===== src/rtl/hse_pkg.sv =====
package hse_pkg;

  localparam int VALUE_W = 32;
  localparam int FUNC_W = 2;
  localparam int COUNT_W = 7;

  localparam int DEF_BUCKETS = 16;
  localparam int DEF_WAYS = 4;
  localparam int QUEUE_DEPTH = 2;

  typedef enum logic [FUNC_W-1:0] {
    FUNC_CONTAIN = 2'd0,
    FUNC_INSERT  = 2'd1,
    FUNC_REMOVE  = 2'd2
  } func_t;

  typedef enum logic [1:0] {
    FR_IDLE,
    FR_SUM,
    FR_REDUCE,
    FR_PUSH
  } front_state_t;

  typedef enum logic [1:0] {
    BK_CLEAR,
    BK_IDLE,
    BK_LOOKUP
  } back_state_t;

  typedef struct packed {
    logic               done;
    logic               answer;
    logic               bucket_full;
    logic [COUNT_W-1:0] count;
  } result_t;

endpackage


===== src/rtl/hse_ram.sv =====
module hse_ram #(
  parameter int WIDTH = 8,
  parameter int DEPTH = 16
) (
  input  logic                     clk,
  input  logic                     we,
  input  logic [$clog2(DEPTH)-1:0] waddr,
  input  logic [WIDTH-1:0]         wdata,
  input  logic [$clog2(DEPTH)-1:0] raddr,
  output logic [WIDTH-1:0]         rdata
);

  logic [WIDTH-1:0] mem [DEPTH];

  always_ff @(posedge clk) begin
    if (we) begin
      mem[waddr] <= wdata;
    end
    rdata <= mem[raddr];
  end

endmodule


===== src/rtl/hse_fifo.sv =====
module hse_fifo #(
  parameter int WIDTH = 8,
  parameter int DEPTH = hse_pkg::QUEUE_DEPTH
) (
  input  logic             clk,
  input  logic             rst,
  input  logic             push,
  input  logic [WIDTH-1:0] wr_data,
  input  logic             pop,
  output logic [WIDTH-1:0] rd_data,
  output logic             full,
  output logic             empty
);

  localparam int PW = (DEPTH > 1) ? $clog2(DEPTH) : 1;
  localparam int CW = $clog2(DEPTH + 1);
  localparam logic [PW-1:0] LAST = PW'(DEPTH - 1);
  localparam logic [CW-1:0] FULL_CNT = CW'(DEPTH);

  logic [WIDTH-1:0] mem [DEPTH];
  logic [PW-1:0] wr_ptr;
  logic [PW-1:0] rd_ptr;
  logic [CW-1:0] cnt;

  assign full = (cnt == FULL_CNT);
  assign empty = (cnt == '0);
  assign rd_data = mem[rd_ptr];

  always_ff @(posedge clk) begin
    if (push) begin
      mem[wr_ptr] <= wr_data;
    end
  end

  always_ff @(posedge clk) begin
    if (rst) begin
      wr_ptr <= '0;
      rd_ptr <= '0;
      cnt <= '0;
    end else begin
      if (push) begin
        wr_ptr <= (wr_ptr == LAST) ? '0 : wr_ptr + 1'b1;
      end
      if (pop) begin
        rd_ptr <= (rd_ptr == LAST) ? '0 : rd_ptr + 1'b1;
      end
      if (push && !pop) begin
        cnt <= cnt + 1'b1;
      end else if (pop && !push) begin
        cnt <= cnt - 1'b1;
      end
    end
  end

endmodule


===== src/rtl/hse_front.sv =====
module hse_front #(
  parameter int BUCKETS = hse_pkg::DEF_BUCKETS
) (
  input  logic                       clk,
  input  logic                       rst,
  input  logic                       accept,
  input  logic [hse_pkg::FUNC_W-1:0] func,
  input  logic [hse_pkg::VALUE_W-1:0] value,
  output logic                       working,
  input  logic                       q_full,
  output logic                       push,
  output logic [hse_pkg::FUNC_W-1:0] q_func,
  output logic [hse_pkg::VALUE_W-1:0] q_value,
  output logic [$clog2(BUCKETS)-1:0] q_bucket
);

  import hse_pkg::*;

  localparam int BW = $clog2(BUCKETS);
  localparam int GROUPS = 4;
  localparam int GROUP_BITS = VALUE_W / GROUPS;
  // A group sum stays below 8*BUCKETS and the total below 32*BUCKETS.
  localparam int PW = BW + 3;
  localparam int SW = BW + 5;
  localparam logic [SW-1:0] SUB1 = SW'(BUCKETS);
  localparam logic [SW-1:0] SUB2 = SW'(2 * BUCKETS);
  localparam logic [SW-1:0] SUB4 = SW'(4 * BUCKETS);
  localparam logic [SW-1:0] SUB8 = SW'(8 * BUCKETS);
  localparam logic [SW-1:0] SUB16 = SW'(16 * BUCKETS);

  typedef logic [VALUE_W-1:0][BW-1:0] weight_tab_t;

  // Weight of each value bit in the bucket: 2**i mod BUCKETS, and for the sign
  // bit the residue of -2**31, so the weighted sum gives the non-negative remainder.
  function automatic weight_tab_t calc_weights();
    weight_tab_t tab;
    logic [63:0] w;
    for (int i = 0; i < VALUE_W; i++) begin
      w = (64'd1 << i) % 64'(BUCKETS);
      if (i == VALUE_W - 1 && w != 64'd0) begin
        w = 64'(BUCKETS) - w;
      end
      tab[i] = BW'(w);
    end
    return tab;
  endfunction

  localparam weight_tab_t WEIGHTS = calc_weights();

  front_state_t state;
  front_state_t state_next;

  logic [FUNC_W-1:0]  func_r;
  logic [VALUE_W-1:0] value_r;
  logic [PW-1:0]      part [GROUPS];
  logic [PW-1:0]      part_next [GROUPS];
  logic [SW-1:0]      rem_hi;
  logic [SW-1:0]      rem_hi_next;
  logic [SW-1:0]      rem;

  always_comb begin
    for (int g = 0; g < GROUPS; g++) begin
      part_next[g] = '0;
      for (int j = 0; j < GROUP_BITS; j++) begin
        if (value_r[g*GROUP_BITS + j]) begin
          part_next[g] = part_next[g] + PW'(WEIGHTS[g*GROUP_BITS + j]);
        end
      end
    end
  end

  always_comb begin
    logic [SW-1:0] total;
    total = '0;
    for (int g = 0; g < GROUPS; g++) begin
      total = total + SW'(part[g]);
    end
    rem_hi_next = total;
    if (rem_hi_next >= SUB16) begin
      rem_hi_next = rem_hi_next - SUB16;
    end
    if (rem_hi_next >= SUB8) begin
      rem_hi_next = rem_hi_next - SUB8;
    end
  end

  always_comb begin
    rem = rem_hi;
    if (rem >= SUB4) begin
      rem = rem - SUB4;
    end
    if (rem >= SUB2) begin
      rem = rem - SUB2;
    end
    if (rem >= SUB1) begin
      rem = rem - SUB1;
    end
  end

  assign q_func = func_r;
  assign q_value = value_r;
  assign q_bucket = rem[BW-1:0];

  always_ff @(posedge clk) begin
    if (rst) begin
      state <= FR_IDLE;
    end else begin
      state <= state_next;
    end
  end

  always_comb begin
    state_next = state;
    push = 1'b0;
    working = 1'b1;
    case (state)
      FR_IDLE: begin
        working = 1'b0;
        if (accept) begin
          state_next = FR_SUM;
        end
      end
      FR_SUM: begin
        state_next = FR_REDUCE;
      end
      FR_REDUCE: begin
        state_next = FR_PUSH;
      end
      FR_PUSH: begin
        if (!q_full) begin
          push = 1'b1;
          state_next = FR_IDLE;
        end
      end
      default: begin
        state_next = FR_IDLE;
      end
    endcase
  end

  always_ff @(posedge clk) begin
    if (state == FR_IDLE && accept) begin
      func_r <= func;
      value_r <= value;
    end
    if (state == FR_SUM) begin
      for (int g = 0; g < GROUPS; g++) begin
        part[g] <= part_next[g];
      end
    end
    if (state == FR_REDUCE) begin
      rem_hi <= rem_hi_next;
    end
  end

endmodule


===== src/rtl/hse_back.sv =====
module hse_back #(
  parameter int BUCKETS = hse_pkg::DEF_BUCKETS,
  parameter int WAYS = hse_pkg::DEF_WAYS
) (
  input  logic                       clk,
  input  logic                       rst,
  input  logic                       q_empty,
  input  logic [hse_pkg::FUNC_W-1:0] q_func,
  input  logic [hse_pkg::VALUE_W-1:0] q_value,
  input  logic [$clog2(BUCKETS)-1:0] q_bucket,
  output logic                       pop,
  output logic                       clearing,
  output hse_pkg::result_t           res
);

  import hse_pkg::*;

  localparam int BW = $clog2(BUCKETS);
  localparam int RW = WAYS * (VALUE_W + 1);
  localparam logic [BW-1:0] LAST_ROW = BW'(BUCKETS - 1);

  back_state_t state;
  back_state_t state_next;

  logic [BW-1:0]      clr_addr;
  logic [FUNC_W-1:0]  func_r;
  logic [VALUE_W-1:0] value_r;
  logic [BW-1:0]      bucket_r;
  logic [COUNT_W-1:0] count;

  logic               we;
  logic [BW-1:0]      waddr;
  logic [RW-1:0]      wdata;
  logic [RW-1:0]      rdata;

  logic [WAYS-1:0]    row_valid;
  logic [WAYS-1:0]    hit;
  logic [WAYS-1:0]    free;
  logic [WAYS-1:0]    first_free;
  logic [RW-1:0]      new_row;
  logic               row_write;
  logic               answer_next;
  logic               full_next;
  logic [COUNT_W-1:0] count_next;

  // A row holds the valid bits in its low end and then one value per way.
  hse_ram #(
    .WIDTH(RW),
    .DEPTH(BUCKETS)
  ) u_rows (
    .clk  (clk),
    .we   (we),
    .waddr(waddr),
    .wdata(wdata),
    .raddr(q_bucket),
    .rdata(rdata)
  );

  assign row_valid = rdata[WAYS-1:0];
  assign free = ~row_valid;
  assign first_free = free & (~free + 1'b1);

  always_comb begin
    for (int w = 0; w < WAYS; w++) begin
      hit[w] = row_valid[w] && (rdata[WAYS + w*VALUE_W +: VALUE_W] == value_r);
    end
  end

  always_comb begin
    new_row = rdata;
    row_write = 1'b0;
    answer_next = 1'b0;
    full_next = 1'b0;
    count_next = count;
    case (func_t'(func_r))
      FUNC_CONTAIN: begin
        answer_next = |hit;
      end
      FUNC_INSERT: begin
        if (hit == '0) begin
          if (free == '0) begin
            full_next = 1'b1;
          end else begin
            row_write = 1'b1;
            answer_next = 1'b1;
            count_next = count + 1'b1;
            new_row[WAYS-1:0] = row_valid | first_free;
            for (int w = 0; w < WAYS; w++) begin
              if (first_free[w]) begin
                new_row[WAYS + w*VALUE_W +: VALUE_W] = value_r;
              end
            end
          end
        end
      end
      FUNC_REMOVE: begin
        if (hit != '0) begin
          row_write = 1'b1;
          answer_next = 1'b1;
          count_next = count - 1'b1;
          new_row[WAYS-1:0] = row_valid & ~hit;
        end
      end
      default: begin
      end
    endcase
  end

  always_ff @(posedge clk) begin
    if (rst) begin
      state <= BK_CLEAR;
    end else begin
      state <= state_next;
    end
  end

  always_comb begin
    state_next = state;
    pop = 1'b0;
    clearing = 1'b0;
    we = 1'b0;
    waddr = bucket_r;
    wdata = new_row;
    case (state)
      BK_CLEAR: begin
        clearing = 1'b1;
        we = 1'b1;
        waddr = clr_addr;
        wdata = '0;
        if (clr_addr == LAST_ROW) begin
          state_next = BK_IDLE;
        end
      end
      BK_IDLE: begin
        if (!q_empty) begin
          pop = 1'b1;
          state_next = BK_LOOKUP;
        end
      end
      BK_LOOKUP: begin
        we = row_write;
        state_next = BK_IDLE;
      end
      default: begin
        state_next = BK_CLEAR;
      end
    endcase
  end

  always_ff @(posedge clk) begin
    if (rst) begin
      clr_addr <= '0;
      count <= '0;
      res.done <= 1'b0;
    end else begin
      if (state == BK_CLEAR) begin
        clr_addr <= clr_addr + 1'b1;
      end
      if (state == BK_LOOKUP) begin
        count <= count_next;
        res.answer <= answer_next;
        res.bucket_full <= full_next;
        res.count <= count_next;
      end
      res.done <= (state == BK_LOOKUP);
    end
  end

  always_ff @(posedge clk) begin
    if (pop) begin
      func_r <= q_func;
      value_r <= q_value;
      bucket_r <= q_bucket;
    end
  end

endmodule


===== src/rtl/hash_set_engine_unit.sv =====
// Channel  | Handshake               | Payload
// ---------+-------------------------+-------------------------------------
// request  | start, busy (low=ready) | func, value
// result   | done (one-cycle strobe) | answer, bucket_full, element_count
//
// The front end folds per-bit residues of value into a bucket in its sum and
// reduce states and pushes it into the queue, busy high all the while; a new
// request is taken once the last is queued. The back end pops it, reads the
// bucket row and writes it back before the front end can push again, so the
// queue never fills. After reset the bucket rows are cleared one per cycle,
// with busy high. The receiver cannot stall: every result is shown for one cycle.
module hash_set_engine_unit #(
  parameter int BUCKETS = hse_pkg::DEF_BUCKETS,
  parameter int WAYS = hse_pkg::DEF_WAYS
) (
  input  logic                               clk,
  input  logic                               rst,
  input  logic                               start,
  output logic                               busy,
  input  logic [hse_pkg::FUNC_W-1:0]         func,
  input  logic signed [hse_pkg::VALUE_W-1:0] value,
  output logic                               done,
  output logic                               answer,
  output logic                               bucket_full,
  output logic [hse_pkg::COUNT_W-1:0]        element_count
);

  import hse_pkg::*;

  localparam int BW = $clog2(BUCKETS);
  localparam int QW = FUNC_W + VALUE_W + BW;

  logic              accept;
  logic              front_working;
  logic              clearing;
  logic              q_full;
  logic              q_empty;
  logic              push;
  logic              pop;
  logic [FUNC_W-1:0] f_func;
  logic [VALUE_W-1:0] f_value;
  logic [BW-1:0]     f_bucket;
  logic [QW-1:0]     q_head;
  result_t           res;

  assign busy = front_working || clearing;
  assign accept = start && !busy;

  hse_front #(
    .BUCKETS(BUCKETS)
  ) u_front (
    .clk     (clk),
    .rst     (rst),
    .accept  (accept),
    .func    (func),
    .value   (value),
    .working (front_working),
    .q_full  (q_full),
    .push    (push),
    .q_func  (f_func),
    .q_value (f_value),
    .q_bucket(f_bucket)
  );

  hse_fifo #(
    .WIDTH(QW),
    .DEPTH(QUEUE_DEPTH)
  ) u_queue (
    .clk    (clk),
    .rst    (rst),
    .push   (push),
    .wr_data({f_func, f_value, f_bucket}),
    .pop    (pop),
    .rd_data(q_head),
    .full   (q_full),
    .empty  (q_empty)
  );

  hse_back #(
    .BUCKETS(BUCKETS),
    .WAYS   (WAYS)
  ) u_back (
    .clk     (clk),
    .rst     (rst),
    .q_empty (q_empty),
    .q_func  (q_head[QW-1 -: FUNC_W]),
    .q_value (q_head[BW +: VALUE_W]),
    .q_bucket(q_head[BW-1:0]),
    .pop     (pop),
    .clearing(clearing),
    .res     (res)
  );

  assign done = res.done;
  assign answer = res.answer;
  assign bucket_full = res.bucket_full;
  assign element_count = res.count;

endmodule


===== config.mk =====
export PLATFORM = sky130hd
export DESIGN_NAME = hash_set_engine_unit
export DESIGN_NICKNAME = d
export VERILOG_FILES = /design/src/rtl/hse_pkg.sv /design/src/rtl/hse_ram.sv /design/src/rtl/hse_fifo.sv /design/src/rtl/hse_front.sv /design/src/rtl/hse_back.sv /design/src/rtl/hash_set_engine_unit.sv
export SDC_FILE = /design/constraint.sdc
export NUM_CORES = 2
export LEC_CHECK = 0
export BUFFER_PORTS_ARGS = -buffer_cell sky130_fd_sc_hd__buf_2
export CORE_UTILIZATION = 60
export DETAILED_ROUTE_END_ITERATION = 6
export PLACE_DENSITY = 0.75
export SLEW_MARGIN = 20
export SYNTH_ARGS = -nofsm -noshare
export SYNTH_HDL_FRONTEND = slang
export SYNTH_SLANG_ARGS = --single-unit

===== constraint.sdc =====
create_clock -name clk -period 27.3 [get_ports clk]
set_input_delay 1.365 -clock clk [delete_from_list [all_inputs] [get_ports clk]]
set_output_delay 1.365 -clock clk [all_outputs]
set_load 0.005 [all_outputs]

==> out/qor.yml <==
rsz0062_at_grt: "false"
synthesis.area_um2: 95910
worst_path_max_delay_cell: "buf_4"
grt_pass1_wl_um: 370900
cts_tree: "done"
viasPerCell: 6.465
clockBufferDepth: 3
cts_root_buf: "clkbuf_16"
cts_setup_buffers: 0
worst_slew_pin_slew_ns: 1.247
sw_frac_of_total_pct: 19.93
final_antenna_net_count: 0
syn_area_per_cell_um2: 12.96
status: "complete, but fails checks"
cts-htree-levels: 4
synth_cell_types: 60
setup_tns_ns: 0
maxSlewViolCount: 0
drt_wl_total_um: 251400
synth_edf_count: 2277
power_frac_comb_pct: 1.5
grt_max_degree: 191
fp.dieW_um: 401.8
min_period_over_period_pct: 23.40
gp_congestion: 0.9511
start_kind: "flip-flop"
ios: 48
p_int_mw: 5.805
worst_ir_drop_vdd_uv: 67.32
initialDrtViolationCount: 8705
cts.repair.resized: 0
r2r_cells: 11
async_reset_ff_share_pct: 0
finalSetupViolations: 0
drt_pass1_iterations: 7
crit_required_ns: 27.79
worstPathMaxFanout: 53
synth_warnings: 0
clkSlewWorstSetupHoldPaths_ns: 0.06
violations: "design-rule violations"
path_cells: "xnor2_1, nand4_1, nor4_1, nand3_1, and4_1, mux2_4, nand2_4, a2111oi_2, buf_4, buf_4, buf_4"
core-area_um2: 158600
start_util_pct: 60.49
slowest_delay_ns: 0.91
drt-wirelength-per-cell_um: 26.38
post-route-util_pct: 66.28
p_seq_share_pct: 56.8
synth_nets: 7449
slew_headroom_pct: 16.90
hold_path_depth: 0
syn_inst: 7400
holdBufCountCts: 0
end_kind: "flip-flop"
grt.overflow.total: 0
critical_path_class: "flip-flop to flip-flop"
drc: 16
clock_latency_ns: 0.87
skew_ns: 0.05723
cts_inserted_buffers: 224
p_switching_mw: 1.445
p_clk_share_pct: 41.7
hold_ws_ns: 0.4134
dieHeight_um: 401.8
cp_common_cell: "buf_4"
track_usage_pct: 30.75
maxCapViolations: 0
antenna_found_initial: 9
dp_cells: 9108
finalNonFillerCells: 9530
power_density_nw_per_um2: 68.98
hpwl_um: 128800
p_leak_nw: 37.08
fp-row-count: 146
synthFlopType: "edfxtp_1"
grt_pass1_vias: 59090
dr_total_vias: 61620
final_hold_viol_count: 0
worstPathArrival_ns: 6.88
io_buffers: 47
final_layout_size_suffix_gt1_share_pct: 7.689
max_freq_ghz: 0.1566
dieArea_um2: 161500
synth_seq_cells: 2430
period_minus_slack_ns: 6.387
fin_nets: 7313
area_growth_pct: 9.579
hp-class: "flip-flop to flip-flop"
yosysSeqAreaShare_pct: 74.49
clock-sinks: 2430
## cells in the final DEF (no fill, tap or decap), drive strengths merged, types with 9 or more instances in the layout
cell	netlist	layout
nor4	9	9
mux2	36	36
a2111oi	16	16
buf	100	163
nor2	134	134
bufinv	0	11
xnor2	131	131
nor3	14	14
mux2i	104	104
a21oi	47	47
nand2	2201	2201
dfxtp	153	153
o21ai	14	14
a311oi	265	265
edfxtp	2277	2277
ha	12	12
clkinv	3	86
inv	20	27
nand4	41	41
clkbuf	425	311
nand3	1065	1065
a31oi	146	146
and3	135	135
## area by class of cell
cell class | instances | area (µm²)
inverter | 23 | 106.4
timing repair buffer | 163 | 1353
multi-input combinational | 4422 | 22490
tap | 2072 | 2592
fill | 10780 | 53470
clock inverter | 103 | 919.6
clock buffer | 311 | 6177
sequential | 2430 | 71440
antenna | 6 | 15.01
## power groups by stage
stage | combinational, mW | clock [mW] | sequential (mW)
after floorplan | 0.0570 | 0 | 4.25
after global placement | 0.107 | 0 | 4.19
after detailed placement | 0.109 | 0 | 4.20
after CTS | 0.109 | 3.04 | 4.12
after global routing | 0.116 | 3.19 | 4.12
final | 0.110 | 3.02 | 4.12
## per-stage QoR
stage	instance area (µm²)	power [mW]	worst slack, ns
6_report	105100	7.250	20.91
2_1_floorplan	95910	4.309	3.620
4_1_cts	105000	7.267	21.10
3_5_place_dp	97880	4.305	21.11
3_3_place_gp	97820	4.300	21.13
5_1_grt	105100	7.424	20.87
## synthesized netlist by cell type (35+ instances only)
master	count	area [µm²]
a21oi_1	47	235.2
a311oi_1	265	2321
a31oi_1	146	913.4
and3_1	135	844.6
buf_2	49	245.2
clkbuf_1	425	1595
dfxtp_1	153	3063
edfxtp_1	2277	68380
mux2_2	35	394.1
mux2i_1	103	1031
nand2_1	2200	8258
nand3_1	1065	5330
nand4_1	41	256.5
nor2_1	134	503.0
xnor2_1	131	1147
## registers in the layout, indices dropped and copies added (netlist names), 7 cells and up, named ones only
name and flops:
u_queue.mem 76, u_front.q_value 32, u_back.res 10, u_back.count 7, u_back.u_rows.rdata 132, u_back.value_r 32
u_back.u_rows.mem 2112
## layer usage
layer / GRT usage (%) / vias up / part of all wire, %
met5: 0 / - / 0.026
met1: 40.24 / 30220 / 36
met2: 48.75 / 3955 / 47
met3: 6.251 / 710 / 11
met4: 16.69 / 10 / 5.6
li1: - / 26720 / -
## path summary, 6_finish.rpt
path	from	end	slack, ns
worst min register to register	u_front.part[0][3]	u_front.rem_hi[3]	0.41
worst min-delay path	u_front.part[0][3]	u_front.rem_hi[3]	0.41
worst max register to register	u_back.value_r[21]	u_back.u_rows.mem[14][29]	20.91
worst max-delay path	u_back.value_r[21]	u_back.u_rows.mem[14][29]	20.91
## critical path: cells and delay by family, from the launching register on
| family | cells | cell delay (ns) |
|---|---|---|
| multiplexers | 1 | 0.29 |
| AND/OR/NAND/NOR | 5 | 1.48 |
| AO/OA/AOI/OAI | 1 | 0.42 |
| XOR/XNOR | 1 | 0.55 |
| flip-flops | 1 | 0.56 |
| buffers and inverters | 3 | 2.60 |
## kinds of logic after synthesis
| family | Yosys count | share of synthesized area, % |
|---|---|---|
| XOR/XNOR | 135 | 1.233 |
| buffers and inverters | 548 | 2.393 |
| AND/OR/NAND/NOR | 3625 | 16.19 |
| AO/OA/AOI/OAI | 510 | 4.030 |
| multiplexers | 140 | 1.516 |
| adder cells (fa/ha/maj) | 12 | 0.1565 |
| flip-flops | 2430 | 74.49 |
(Power assumes the default switching activity.)
